### config.mk
export PLATFORM = sky130hd
export DESIGN_NAME = cascaded_pid_tracking_axis
export DESIGN_NICKNAME = d
export VERILOG_FILES = /design/src/rtl/core/cpt_pkg.sv /design/src/rtl/core/cpt_mul.sv /design/src/rtl/core/cpt_div.sv /design/src/rtl/core/cascaded_pid_tracking_axis.sv
export SDC_FILE = /design/constraint.sdc
export NUM_CORES = 2
export LEC_CHECK = 0
export ABC_AREA = 1
export BUFFER_PORTS_ARGS = -buffer_cell sky130_fd_sc_hd__buf_2
export CORE_AREA = 2 2 542 544
export CTS_CLUSTER_SIZE = 12
export DETAILED_ROUTE_END_ITERATION = 10
export DIE_AREA = 0 0 544 546
export SLEW_MARGIN = 20
export SYNTH_ARGS = -nofsm -noshare
export SYNTH_HDL_FRONTEND = slang
export SYNTH_HIERARCHICAL = 1
export SYNTH_SLANG_ARGS = --single-unit
export TNS_END_PERCENT = 1
### constraint.sdc
create_clock -name aclk -period 11.5 [get_ports aclk]
set_input_delay 2.3 -clock aclk [delete_from_list [all_inputs] [get_ports aclk]]
set_output_delay 2.3 -clock aclk [all_outputs]
set_load 0.03 [all_outputs]
### src/rtl/core/cpt_pkg.sv
// Shared types, constants and saturation helper for the cascaded PID tracking block.
// Used by cpt_mul, cpt_div and cascaded_pid_tracking_axis.
package cpt_pkg;

    localparam int DATA_W  = 32;
    localparam int GAIN_W  = 16;
    localparam int DT_W    = 16;
    localparam int PROD_W  = DATA_W + GAIN_W;
    localparam int ACC_W   = 56;
    localparam int CFG_W   = 48;
    localparam int CIDX_W  = 3;
    localparam int NUM_GAIN_REGS = 6;
    localparam int GAIN_AXES     = 3;

    localparam logic [CIDX_W-1:0] REG_POS_P = 3'd0;
    localparam logic [CIDX_W-1:0] REG_POS_I = 3'd1;
    localparam logic [CIDX_W-1:0] REG_POS_D = 3'd2;
    localparam logic [CIDX_W-1:0] REG_VEL_P = 3'd3;
    localparam logic [CIDX_W-1:0] REG_VEL_I = 3'd4;
    localparam logic [CIDX_W-1:0] REG_VEL_D = 3'd5;

    localparam logic signed [ACC_W-1:0] GRAVITY_ACC = ACC_W'(642253 * 256);
    localparam logic [1:0] GRAVITY_AXIS = 2'd2;

    typedef enum logic [2:0] {
        ST_IDLE,
        ST_INT_GO,
        ST_INT_WAIT,
        ST_DIV_GO,
        ST_DIV_WAIT,
        ST_MUL_GO,
        ST_MUL_WAIT,
        ST_OUT
    } cpt_state_t;

    // Clamp a wide signed value into 32 bits
    function automatic logic signed [DATA_W-1:0] sat32(input logic signed [63:0] v);
        logic signed [DATA_W-1:0] r;
        if (v > 64'sd2147483647)
            r = 32'sh7FFFFFFF;
        else if (v < -64'sd2147483648)
            r = 32'sh80000000;
        else
            r = v[DATA_W-1:0];
        return r;
    endfunction

endpackage

### src/rtl/core/cpt_mul.sv
// Bit-serial multiplier: unsigned 16-bit times signed 32-bit, one multiplier bit per cycle.
// Depends on cpt_pkg.
module cpt_mul (
    input  logic                                  aclk,
    input  logic                                  aresetn,
    input  logic                                  start_i,
    input  logic [cpt_pkg::GAIN_W-1:0]            a_i,
    input  logic signed [cpt_pkg::DATA_W-1:0]     b_i,
    output logic                                  done_o,
    output logic signed [cpt_pkg::PROD_W-1:0]     prod_o
);
    import cpt_pkg::*;

    logic                     busy_reg;
    logic                     done_reg;
    logic [3:0]               cnt_reg;
    logic [GAIN_W-1:0]        a_reg;
    logic signed [PROD_W-1:0] b_reg;
    logic signed [PROD_W-1:0] acc_reg;

    // Shift-add one multiplier bit per cycle
    always_ff @(posedge aclk) begin
        if (!aresetn) begin
            busy_reg <= 1'b0;
            done_reg <= 1'b0;
            cnt_reg  <= '0;
        end else begin
            done_reg <= 1'b0;
            if (start_i && !busy_reg) begin
                busy_reg <= 1'b1;
                cnt_reg  <= '0;
            end else if (busy_reg) begin
                cnt_reg <= cnt_reg + 4'd1;
                if (cnt_reg == 4'd15) begin
                    busy_reg <= 1'b0;
                    done_reg <= 1'b1;
                end
            end
        end
    end

    always_ff @(posedge aclk) begin
        if (start_i && !busy_reg) begin
            a_reg   <= a_i;
            b_reg   <= PROD_W'(b_i);
            acc_reg <= '0;
        end else if (busy_reg) begin
            if (a_reg[0])
                acc_reg <= acc_reg + b_reg;
            a_reg <= a_reg >> 1;
            b_reg <= b_reg <<< 1;
        end
    end

    assign done_o = done_reg;
    assign prod_o = acc_reg;

endmodule

### src/rtl/core/cpt_div.sv
// Restoring divider, one quotient bit per cycle: 48-bit dividend by 16-bit divisor.
// Depends on cpt_pkg.
module cpt_div (
    input  logic                        aclk,
    input  logic                        aresetn,
    input  logic                        start_i,
    input  logic [cpt_pkg::PROD_W-1:0]  dividend_i,
    input  logic [cpt_pkg::DT_W-1:0]    divisor_i,
    output logic                        done_o,
    output logic [cpt_pkg::PROD_W-1:0]  quot_o
);
    import cpt_pkg::*;

    logic              busy_reg;
    logic              done_reg;
    logic [5:0]        cnt_reg;
    logic [DT_W-1:0]   d_reg;
    logic [DT_W-1:0]   rem_reg;
    logic [PROD_W-1:0] q_reg;
    logic [DT_W:0]     shifted;
    logic [DT_W+1:0]   trial;

    // Trial subtract of the shifted remainder
    always_comb begin
        shifted = {rem_reg, q_reg[PROD_W-1]};
        trial   = {1'b0, shifted} - {2'b00, d_reg};
    end

    always_ff @(posedge aclk) begin
        if (!aresetn) begin
            busy_reg <= 1'b0;
            done_reg <= 1'b0;
            cnt_reg  <= '0;
        end else begin
            done_reg <= 1'b0;
            if (start_i && !busy_reg) begin
                busy_reg <= 1'b1;
                cnt_reg  <= '0;
            end else if (busy_reg) begin
                cnt_reg <= cnt_reg + 6'd1;
                if (cnt_reg == 6'(PROD_W - 1)) begin
                    busy_reg <= 1'b0;
                    done_reg <= 1'b1;
                end
            end
        end
    end

    always_ff @(posedge aclk) begin
        if (start_i && !busy_reg) begin
            d_reg   <= divisor_i;
            rem_reg <= '0;
            q_reg   <= dividend_i;
        end else if (busy_reg) begin
            if (!trial[DT_W+1]) begin
                rem_reg <= trial[DT_W-1:0];
                q_reg   <= {q_reg[PROD_W-2:0], 1'b1};
            end else begin
                rem_reg <= shifted[DT_W-1:0];
                q_reg   <= {q_reg[PROD_W-2:0], 1'b0};
            end
        end
    end

    assign done_o = done_reg;
    assign quot_o = q_reg;

endmodule

### src/rtl/core/cascaded_pid_tracking_axis.sv
// Cascaded position/velocity PID tracking controller, one axis sample per transfer.
// Sequence: a started axis with nonzero step time runs two integral products, two serial
// divides and six gain products; with zero step time the divides are skipped; an axis's
// first sample runs only the six gain products; an out-of-range axis goes straight to the
// output. One item at a time. Reset (aresetn low, synchronous) clears gains, started flags
// and handshake state; no clearing pass.
module cascaded_pid_tracking_axis #(
    parameter int NUM_AXES = 3
) (
    input  logic                               aclk,
    input  logic                               aresetn,
    // tdata: step_time[15:0], target_pos[47:16], target_vel[79:48], target_acc[111:80],
    //        meas_pos[143:112], meas_vel[175:144]
    input  logic                               s_tvalid,
    output logic                               s_tready,
    input  logic [175:0]                       s_tdata,
    input  logic [1:0]                         s_tuser,   // axis[1:0]
    // tdata: vel_cmd[31:0], acc_cmd[63:32]
    output logic                               m_tvalid,
    input  logic                               m_tready,
    output logic [63:0]                        m_tdata,
    output logic [1:0]                         m_tuser,   // out_axis[1:0]
    input  logic                               cfg_valid,
    output logic                               cfg_ready,
    input  logic [cpt_pkg::CIDX_W-1:0]         cfg_index,
    input  logic [cpt_pkg::CFG_W-1:0]          cfg_data
);
    import cpt_pkg::*;

    localparam int IW = (NUM_AXES > 1) ? $clog2(NUM_AXES) : 1;

    cpt_state_t state_reg, state_next;
    logic [2:0] sel_reg, sel_next;

    logic [CFG_W-1:0] gain_reg [NUM_GAIN_REGS];

    logic [NUM_AXES-1:0]        started_reg;
    logic signed [DATA_W-1:0]   psum_mem  [NUM_AXES];
    logic signed [DATA_W-1:0]   vsum_mem  [NUM_AXES];
    logic signed [DATA_W-1:0]   lastp_mem [NUM_AXES];
    logic signed [DATA_W-1:0]   lastv_mem [NUM_AXES];

    logic [1:0]               axis_reg;
    logic [IW-1:0]            idx_reg;
    logic                     range_reg;
    logic                     first_reg;
    logic [DT_W-1:0]          dt_reg;
    logic signed [DATA_W-1:0] pe_reg, ve_reg, lastp_reg, lastv_reg;
    logic signed [DATA_W-1:0] psum_reg, vsum_reg, pd_reg, vd_reg;
    logic signed [ACC_W-1:0]  vacc_reg, aacc_reg;
    logic                     neg_reg;

    logic                     m_tvalid_reg;
    logic [63:0]              m_tdata_reg;
    logic [1:0]               m_tuser_reg;

    // Input field views
    logic [DT_W-1:0]          in_dt;
    logic signed [DATA_W-1:0] in_tp, in_tv, in_ta, in_mp, in_mv, in_pe, in_ve;
    logic [IW-1:0]            in_idx;
    logic                     in_range;
    logic                     accept;

    assign in_dt = s_tdata[15:0];
    assign in_tp = s_tdata[47:16];
    assign in_tv = s_tdata[79:48];
    assign in_ta = s_tdata[111:80];
    assign in_mp = s_tdata[143:112];
    assign in_mv = s_tdata[175:144];
    assign in_pe = sat32(64'(in_tp) - 64'(in_mp));
    assign in_ve = sat32(64'(in_tv) - 64'(in_mv));
    assign in_idx   = IW'(s_tuser);
    assign in_range = (int'(s_tuser) < NUM_AXES);

    assign s_tready = (state_reg == ST_IDLE);
    assign accept   = s_tvalid && s_tready;
    assign cfg_ready = 1'b1;

    // Arithmetic unit hookup
    logic                     mul_start, mul_done;
    logic [GAIN_W-1:0]        mul_a;
    logic signed [DATA_W-1:0] mul_b;
    logic signed [PROD_W-1:0] mul_prod;
    logic                     div_start, div_done;
    logic [PROD_W-1:0]        div_quot;
    logic signed [DATA_W:0]   err_diff;
    logic                     diff_neg;
    logic [DATA_W-1:0]        diff_mag;
    logic [GAIN_W-1:0]        cur_gain;
    logic signed [DATA_W-1:0] cur_val;
    logic signed [DATA_W-1:0] int_new, div_res;

    assign mul_start = (state_reg == ST_INT_GO) || (state_reg == ST_MUL_GO);
    assign div_start = (state_reg == ST_DIV_GO);

    // Pick the gain and operand for the current product
    always_comb begin
        if (axis_reg < 2'(GAIN_AXES))
            cur_gain = gain_reg[sel_reg][GAIN_W*axis_reg +: GAIN_W];
        else
            cur_gain = '0;
        case (sel_reg)
            REG_POS_P: cur_val = pe_reg;
            REG_POS_I: cur_val = psum_reg;
            REG_POS_D: cur_val = pd_reg;
            REG_VEL_P: cur_val = ve_reg;
            REG_VEL_I: cur_val = vsum_reg;
            REG_VEL_D: cur_val = vd_reg;
            default:   cur_val = '0;
        endcase
    end

    always_comb begin
        if (state_reg == ST_INT_GO || state_reg == ST_INT_WAIT) begin
            mul_a = dt_reg;
            mul_b = (sel_reg == 3'd0) ? pe_reg : ve_reg;
        end else begin
            mul_a = cur_gain;
            mul_b = cur_val;
        end
    end

    // Error difference for the derivative, split into sign and magnitude
    always_comb begin
        if (sel_reg == 3'd0)
            err_diff = (DATA_W+1)'(pe_reg) - (DATA_W+1)'(lastp_reg);
        else
            err_diff = (DATA_W+1)'(ve_reg) - (DATA_W+1)'(lastv_reg);
        diff_neg = err_diff[DATA_W];
        diff_mag = diff_neg ? DATA_W'(-err_diff) : DATA_W'(err_diff);
    end

    // Integral update and signed, saturated quotient
    always_comb begin
        if (sel_reg == 3'd0)
            int_new = sat32(64'(psum_reg) + 64'(mul_prod >>> 16));
        else
            int_new = sat32(64'(vsum_reg) + 64'(mul_prod >>> 16));
        if (neg_reg)
            div_res = sat32(-signed'(64'(div_quot)));
        else
            div_res = sat32(signed'(64'(div_quot)));
    end

    cpt_mul u_mul (
        .aclk    (aclk),
        .aresetn (aresetn),
        .start_i (mul_start),
        .a_i     (mul_a),
        .b_i     (mul_b),
        .done_o  (mul_done),
        .prod_o  (mul_prod)
    );

    cpt_div u_div (
        .aclk       (aclk),
        .aresetn    (aresetn),
        .start_i    (div_start),
        .dividend_i ({diff_mag, 16'h0000}),
        .divisor_i  (dt_reg),
        .done_o     (div_done),
        .quot_o     (div_quot)
    );

    // Sequencer next state
    always_comb begin
        state_next = state_reg;
        sel_next   = sel_reg;
        case (state_reg)
            ST_IDLE: begin
                if (accept) begin
                    sel_next = '0;
                    if (!in_range)
                        state_next = ST_OUT;
                    else if (!started_reg[in_idx])
                        state_next = ST_MUL_GO;
                    else
                        state_next = ST_INT_GO;
                end
            end
            ST_INT_GO:  state_next = ST_INT_WAIT;
            ST_INT_WAIT: begin
                if (mul_done) begin
                    if (sel_reg == 3'd0) begin
                        sel_next   = 3'd1;
                        state_next = ST_INT_GO;
                    end else begin
                        sel_next   = 3'd0;
                        state_next = (dt_reg != '0) ? ST_DIV_GO : ST_MUL_GO;
                    end
                end
            end
            ST_DIV_GO:  state_next = ST_DIV_WAIT;
            ST_DIV_WAIT: begin
                if (div_done) begin
                    if (sel_reg == 3'd0) begin
                        sel_next   = 3'd1;
                        state_next = ST_DIV_GO;
                    end else begin
                        sel_next   = 3'd0;
                        state_next = ST_MUL_GO;
                    end
                end
            end
            ST_MUL_GO:  state_next = ST_MUL_WAIT;
            ST_MUL_WAIT: begin
                if (mul_done) begin
                    sel_next = sel_reg + 3'd1;
                    if (sel_reg == 3'(NUM_GAIN_REGS - 1))
                        state_next = ST_OUT;
                    else
                        state_next = ST_MUL_GO;
                end
            end
            ST_OUT: begin
                if (!m_tvalid_reg || m_tready)
                    state_next = ST_IDLE;
            end
            default: state_next = ST_IDLE;
        endcase
    end

    always_ff @(posedge aclk) begin
        if (!aresetn) begin
            state_reg <= ST_IDLE;
            sel_reg   <= '0;
        end else begin
            state_reg <= state_next;
            sel_reg   <= sel_next;
        end
    end

    // Gain registers
    always_ff @(posedge aclk) begin
        if (!aresetn) begin
            for (int i = 0; i < NUM_GAIN_REGS; i++)
                gain_reg[i] <= '0;
        end else if (cfg_valid && cfg_ready) begin
            case (cfg_index)
                REG_POS_P, REG_POS_I, REG_POS_D,
                REG_VEL_P, REG_VEL_I, REG_VEL_D: gain_reg[cfg_index] <= cfg_data;
                default: ;
            endcase
        end
    end

    // Per-axis started flags
    always_ff @(posedge aclk) begin
        if (!aresetn)
            started_reg <= '0;
        else if (accept && in_range)
            started_reg[in_idx] <= 1'b1;
    end

    // Per-axis error history and integrals
    always_ff @(posedge aclk) begin
        if (accept && in_range) begin
            lastp_mem[in_idx] <= in_pe;
            lastv_mem[in_idx] <= in_ve;
        end
        if (state_reg == ST_OUT && state_next == ST_IDLE && range_reg) begin
            psum_mem[idx_reg] <= psum_reg;
            vsum_mem[idx_reg] <= vsum_reg;
        end
    end

    // Working registers of the current item
    always_ff @(posedge aclk) begin
        if (accept) begin
            axis_reg  <= s_tuser;
            idx_reg   <= in_idx;
            range_reg <= in_range;
            first_reg <= !started_reg[in_idx];
            dt_reg    <= in_dt;
            pe_reg    <= in_pe;
            ve_reg    <= in_ve;
            lastp_reg <= lastp_mem[in_idx];
            lastv_reg <= lastv_mem[in_idx];
            pd_reg    <= '0;
            vd_reg    <= '0;
            if (in_range && started_reg[in_idx]) begin
                psum_reg <= psum_mem[in_idx];
                vsum_reg <= vsum_mem[in_idx];
            end else begin
                psum_reg <= '0;
                vsum_reg <= '0;
            end
            if (in_range) begin
                vacc_reg <= ACC_W'(in_tv) <<< 8;
                aacc_reg <= (ACC_W'(in_ta) <<< 8)
                            + ((s_tuser == GRAVITY_AXIS) ? GRAVITY_ACC : '0);
            end else begin
                vacc_reg <= '0;
                aacc_reg <= '0;
            end
        end
        if (state_reg == ST_INT_WAIT && mul_done) begin
            if (sel_reg == 3'd0)
                psum_reg <= int_new;
            else
                vsum_reg <= int_new;
        end
        if (state_reg == ST_DIV_GO)
            neg_reg <= diff_neg;
        if (state_reg == ST_DIV_WAIT && div_done) begin
            if (sel_reg == 3'd0)
                pd_reg <= div_res;
            else
                vd_reg <= div_res;
        end
        if (state_reg == ST_MUL_WAIT && mul_done) begin
            aacc_reg <= aacc_reg + ACC_W'(mul_prod);
            if (sel_reg < REG_VEL_P)
                vacc_reg <= vacc_reg + ACC_W'(mul_prod);
        end
    end

    // Output register: load on leaving the output state, drop on transfer
    always_ff @(posedge aclk) begin
        if (!aresetn) begin
            m_tvalid_reg <= 1'b0;
        end else if (state_reg == ST_OUT && state_next == ST_IDLE) begin
            m_tvalid_reg <= 1'b1;
        end else if (m_tready) begin
            m_tvalid_reg <= 1'b0;
        end
    end

    always_ff @(posedge aclk) begin
        if (state_reg == ST_OUT && state_next == ST_IDLE) begin
            m_tuser_reg <= axis_reg;
            m_tdata_reg <= {sat32(64'(aacc_reg >>> 8)), sat32(64'(vacc_reg >>> 8))};
        end
    end

    assign m_tvalid = m_tvalid_reg;
    assign m_tdata  = m_tdata_reg;
    assign m_tuser  = m_tuser_reg;

    // A transfer in always starts the sequencer
    a_accept_busy: assert property (@(posedge aclk) disable iff (!aresetn)
        accept |=> state_reg != ST_IDLE)
        else $error("sequencer idle after input transfer");

    // Out-of-range axis yields zero commands
    a_range_zero: assert property (@(posedge aclk) disable iff (!aresetn)
        (state_reg == ST_OUT && !range_reg) |-> (vacc_reg == '0 && aacc_reg == '0))
        else $error("nonzero accumulator for out-of-range axis");

    // Multiplier completes only while the sequencer waits on it
    a_mul_done: assert property (@(posedge aclk) disable iff (!aresetn)
        mul_done |-> (state_reg == ST_INT_WAIT || state_reg == ST_MUL_WAIT))
        else $error("multiplier done outside a wait state");

    // Divider runs only for a started axis with nonzero step time
    a_div_cond: assert property (@(posedge aclk) disable iff (!aresetn)
        div_start |-> (dt_reg != '0 && !first_reg))
        else $error("divide launched with zero step time or on first sample");

endmodule

==> flow_summary.ini <==
[place]
io_buffers = 301
hpwl_mm = 219
place_inst = 14900
placed_area_sq_um = 93300
place_congestion = 0.987

[synth]
synthFlopType = edfxtp_1
netlist_top_cells_count = 2975 x nand2_1, 1441 x inv_1, 1166 x edfxtp_1
synthArstFlopShare = 0
netlist.area_leader.share = 0.402
synth_area_leader_cell = edfxtp_1
synth_edf_count = 1166
synth_cell_types = 72
synth_warnings = 6
syn_area_sq_um = 87100
ys_seq_elements = 1441
synth.avg_cell_area_sq_um = 8.01
netlist_top_cells_area = edfxtp_1 40%, nand2_1 13%, dfxtp_1 6.3%
synthCells = 10900
seq_area_frac_synth = 0.465
synth_most_common_cell = nand2_1

[critical_path]
r2r_cells = 20
timing.critical_path.mode_cell = inv_1
slowest_stage = nor2_4
cp_slowest_stage_delay_ns = 0.93
setup.worst_path.start_class = primary input
worstPathRequired_ns = 11.97
path_cells = buf_2 -> inv_1 -> nor2_4 -> inv_1 -> nor2_1 -> inv_1 -> nor2_1 -> nand2_4 -> nand2_2 -> buf_4
ff2ff_setup_slack_ns = 6.85
worstReg2RegEnd = u_div/quot_o[41]
path_max_fanout = 50
crit_type = primary input to register
critPathCaptureType = register
cp.arrival_ns = 6.39
r2r-start = sel_reg[2]

[drt]
drc = 0
viasPerCell = 4.94
drt_iter0_drc = 7286
route.antenna.remaining_nets = 0
firstDrtPassIters = 9
dr_total_vias = 75400
wirelength_mm = 296
wl_per_cell_um = 19.4

[job]
drv_cap = 0

[cts]
clock_latency_ns = 0.88
tritoncts = yes
root_buffer = clkbuf_16
cts.path.max_buffers = 4
cts_setup_buffers = 0
cts.sinks = 1441
clk_pin_slew_ns = 0.06
cts_hold_buf = 0
cts.htree.levels = 4
numCtsBuffers = 171
ctsResizeCount = 0

[layout]
fin_area_sq_um = 98700
fillers = 30800
drive_gt1_frac = 0.0766
register_area_sq_um = 40500
largest_reg_flops = 384
layout.cells.non_filler = 15300
fin_util = 0.338
nets = 11800
multiInputGateArea_sq_um = 40100
syn_to_final_growth_pct = 13.3

[floorplanning]
row_count = 199
dieArea_sq_um = 297000
ios = 303
die_width_um = 544
core_sq_um = 292000
initial_core_util = 0.298
die_h_um = 546

[global_routing]
grt_overflow = 0
grt_pass1_wl_mm = 439
track_usage = 0.193
grt_start_max_net_pins = 163
grt_antenna_before_repair = 24
first_global_vias = 70000

[sta]
maxSlewHeadroom = 0.278
rsz0062_at_grt = false
setup_viol = 0
finalSetupTns_ns = 0
finalMaxSlewViolations = 0
fin_crit_ns = 5.92
fmax_ghz = 0.169
hold_violations = 0
fin_crit_sh = 0.514
max_slew.worst_pin.slew_ns = 1.08
skew_ns = 0.0784

[worst_hold_path]
min_from = dt_reg[14]
whs_path_depth = 0
hold-path-endpoint = u_div/d_reg[14]
min_path_type = register to register

[power]
vdd_drop_max_uv = 171
cellPowerDensity_nw_per_um2 = 220
p_leak_nw = 42.5
power_mw = 21.7

[status]
status = finished, final reports clean
-- worst max path at each step --
stage	start	to	slack (ns)	cells past startpoint
after floorplan	s_tvalid	psum_mem[2][0]	0.78	7
after global placement	aresetn	gain_reg[1][23]	4.55	10
after detailed placement	aresetn	gain_reg[0][23]	4.49	10
after CTS	aresetn	gain_reg[0][43]	5.39	10
after global routing	aresetn	gain_reg[1][33]	5.34	10
final	aresetn	gain_reg[1][33]	5.58	10
-- layer usage --
layer  GRT usage  part of all wire
met3      0.0250             0.068
met5           0           0.00028
met4      0.0852             0.047
met2       0.311              0.46
met1       0.259              0.43
-- final cells by class --
| cell class | count | area share |
|---|---|---|
| flip-flops and latches | 1441 | 0.411 |
| multi-input cells | 7711 | 0.407 |
| inverters | 1475 | 0.0563 |
| well taps | 3919 | 0.0497 |
| clock buffers | 227 | 0.0466 |
| repair buffers | 392 | 0.0225 |
| clock inverters | 75 | 0.00683 |
| diodes | 24 | 0.000609 |
-- power by group --
group	switching [mW]	internal [mW]	total, mW
Combinational	6.40	2.71	9.11
Clock	2.22	3.03	5.25
Sequential	0.819	6.49	7.31
Total	9.45	12.2	21.7
-- critical path, delay by kind of cell --
family,cells,cell delay (ns)
buffers and inverters,5,1.91
AND/OR/NAND/NOR,5,2.11
-- through the flow --
step | worst slack [ns] | hold slack [ns]
4_1_cts | 5.39 | 0.463
3_3_place_gp | 4.55 | 0.435
3_5_place_dp | 4.49 | 0.450
2_1_floorplan | 0.779 | 0.426
5_1_grt | 5.34 | 0.479
6_report | 5.58 | 0.456
-- placed cells by master (no fill, tap or decap), types with 32 or more instances in the layout --
cell type  netlist  layout
buf_2           58     300
nand4_1        104     104
conb_1           2     113
ha_1           386     386
buf_4            3      90
a21boi_1        33      33
clkbuf_16        0     171
inv_1         1441    1437
dfxtp_1        275     271
nor2_2          37      42
o211ai_1       105     105
nand3_1        722     721
nor3_1          90      86
xnor2_1         95      95
a21boi_0        37      37
edfxtp_1      1166    1166
nand2_1       2975    2963
a31oi_1         32      32
a21o_1          33      33
o21bai_1        37      37
clkbuf_1       260      45
o22ai_1         60      60
nand2_2         38      46
mux2i_1         67      67
o21ai_0        618     615
clkinv_1         3      35
xor2_1         151     151
o221ai_1        71      71
nor2_1        1064    1048
a21oi_1        514     511
-- cell families (layout without fill, tap and decap cells) --
group | Yosys count | in the layout | share of synthesized area
muxes | 67 | 67 | 0.00770
DFF | 1441 | 1441 | 0.465
buffers and inverters | 1834 | 2169 | 0.0811
xor gates and xnor gates | 246 | 246 | 0.0247
other | 2 | 137 | 0.0000862
AOI/OAI and AO/OA | 1712 | 1712 | 0.116
adders and majority gates | 396 | 396 | 0.0578
and+or+nand+nor | 5177 | 5177 | 0.247
No activity file was read; power rests on OpenSTA's default activity.
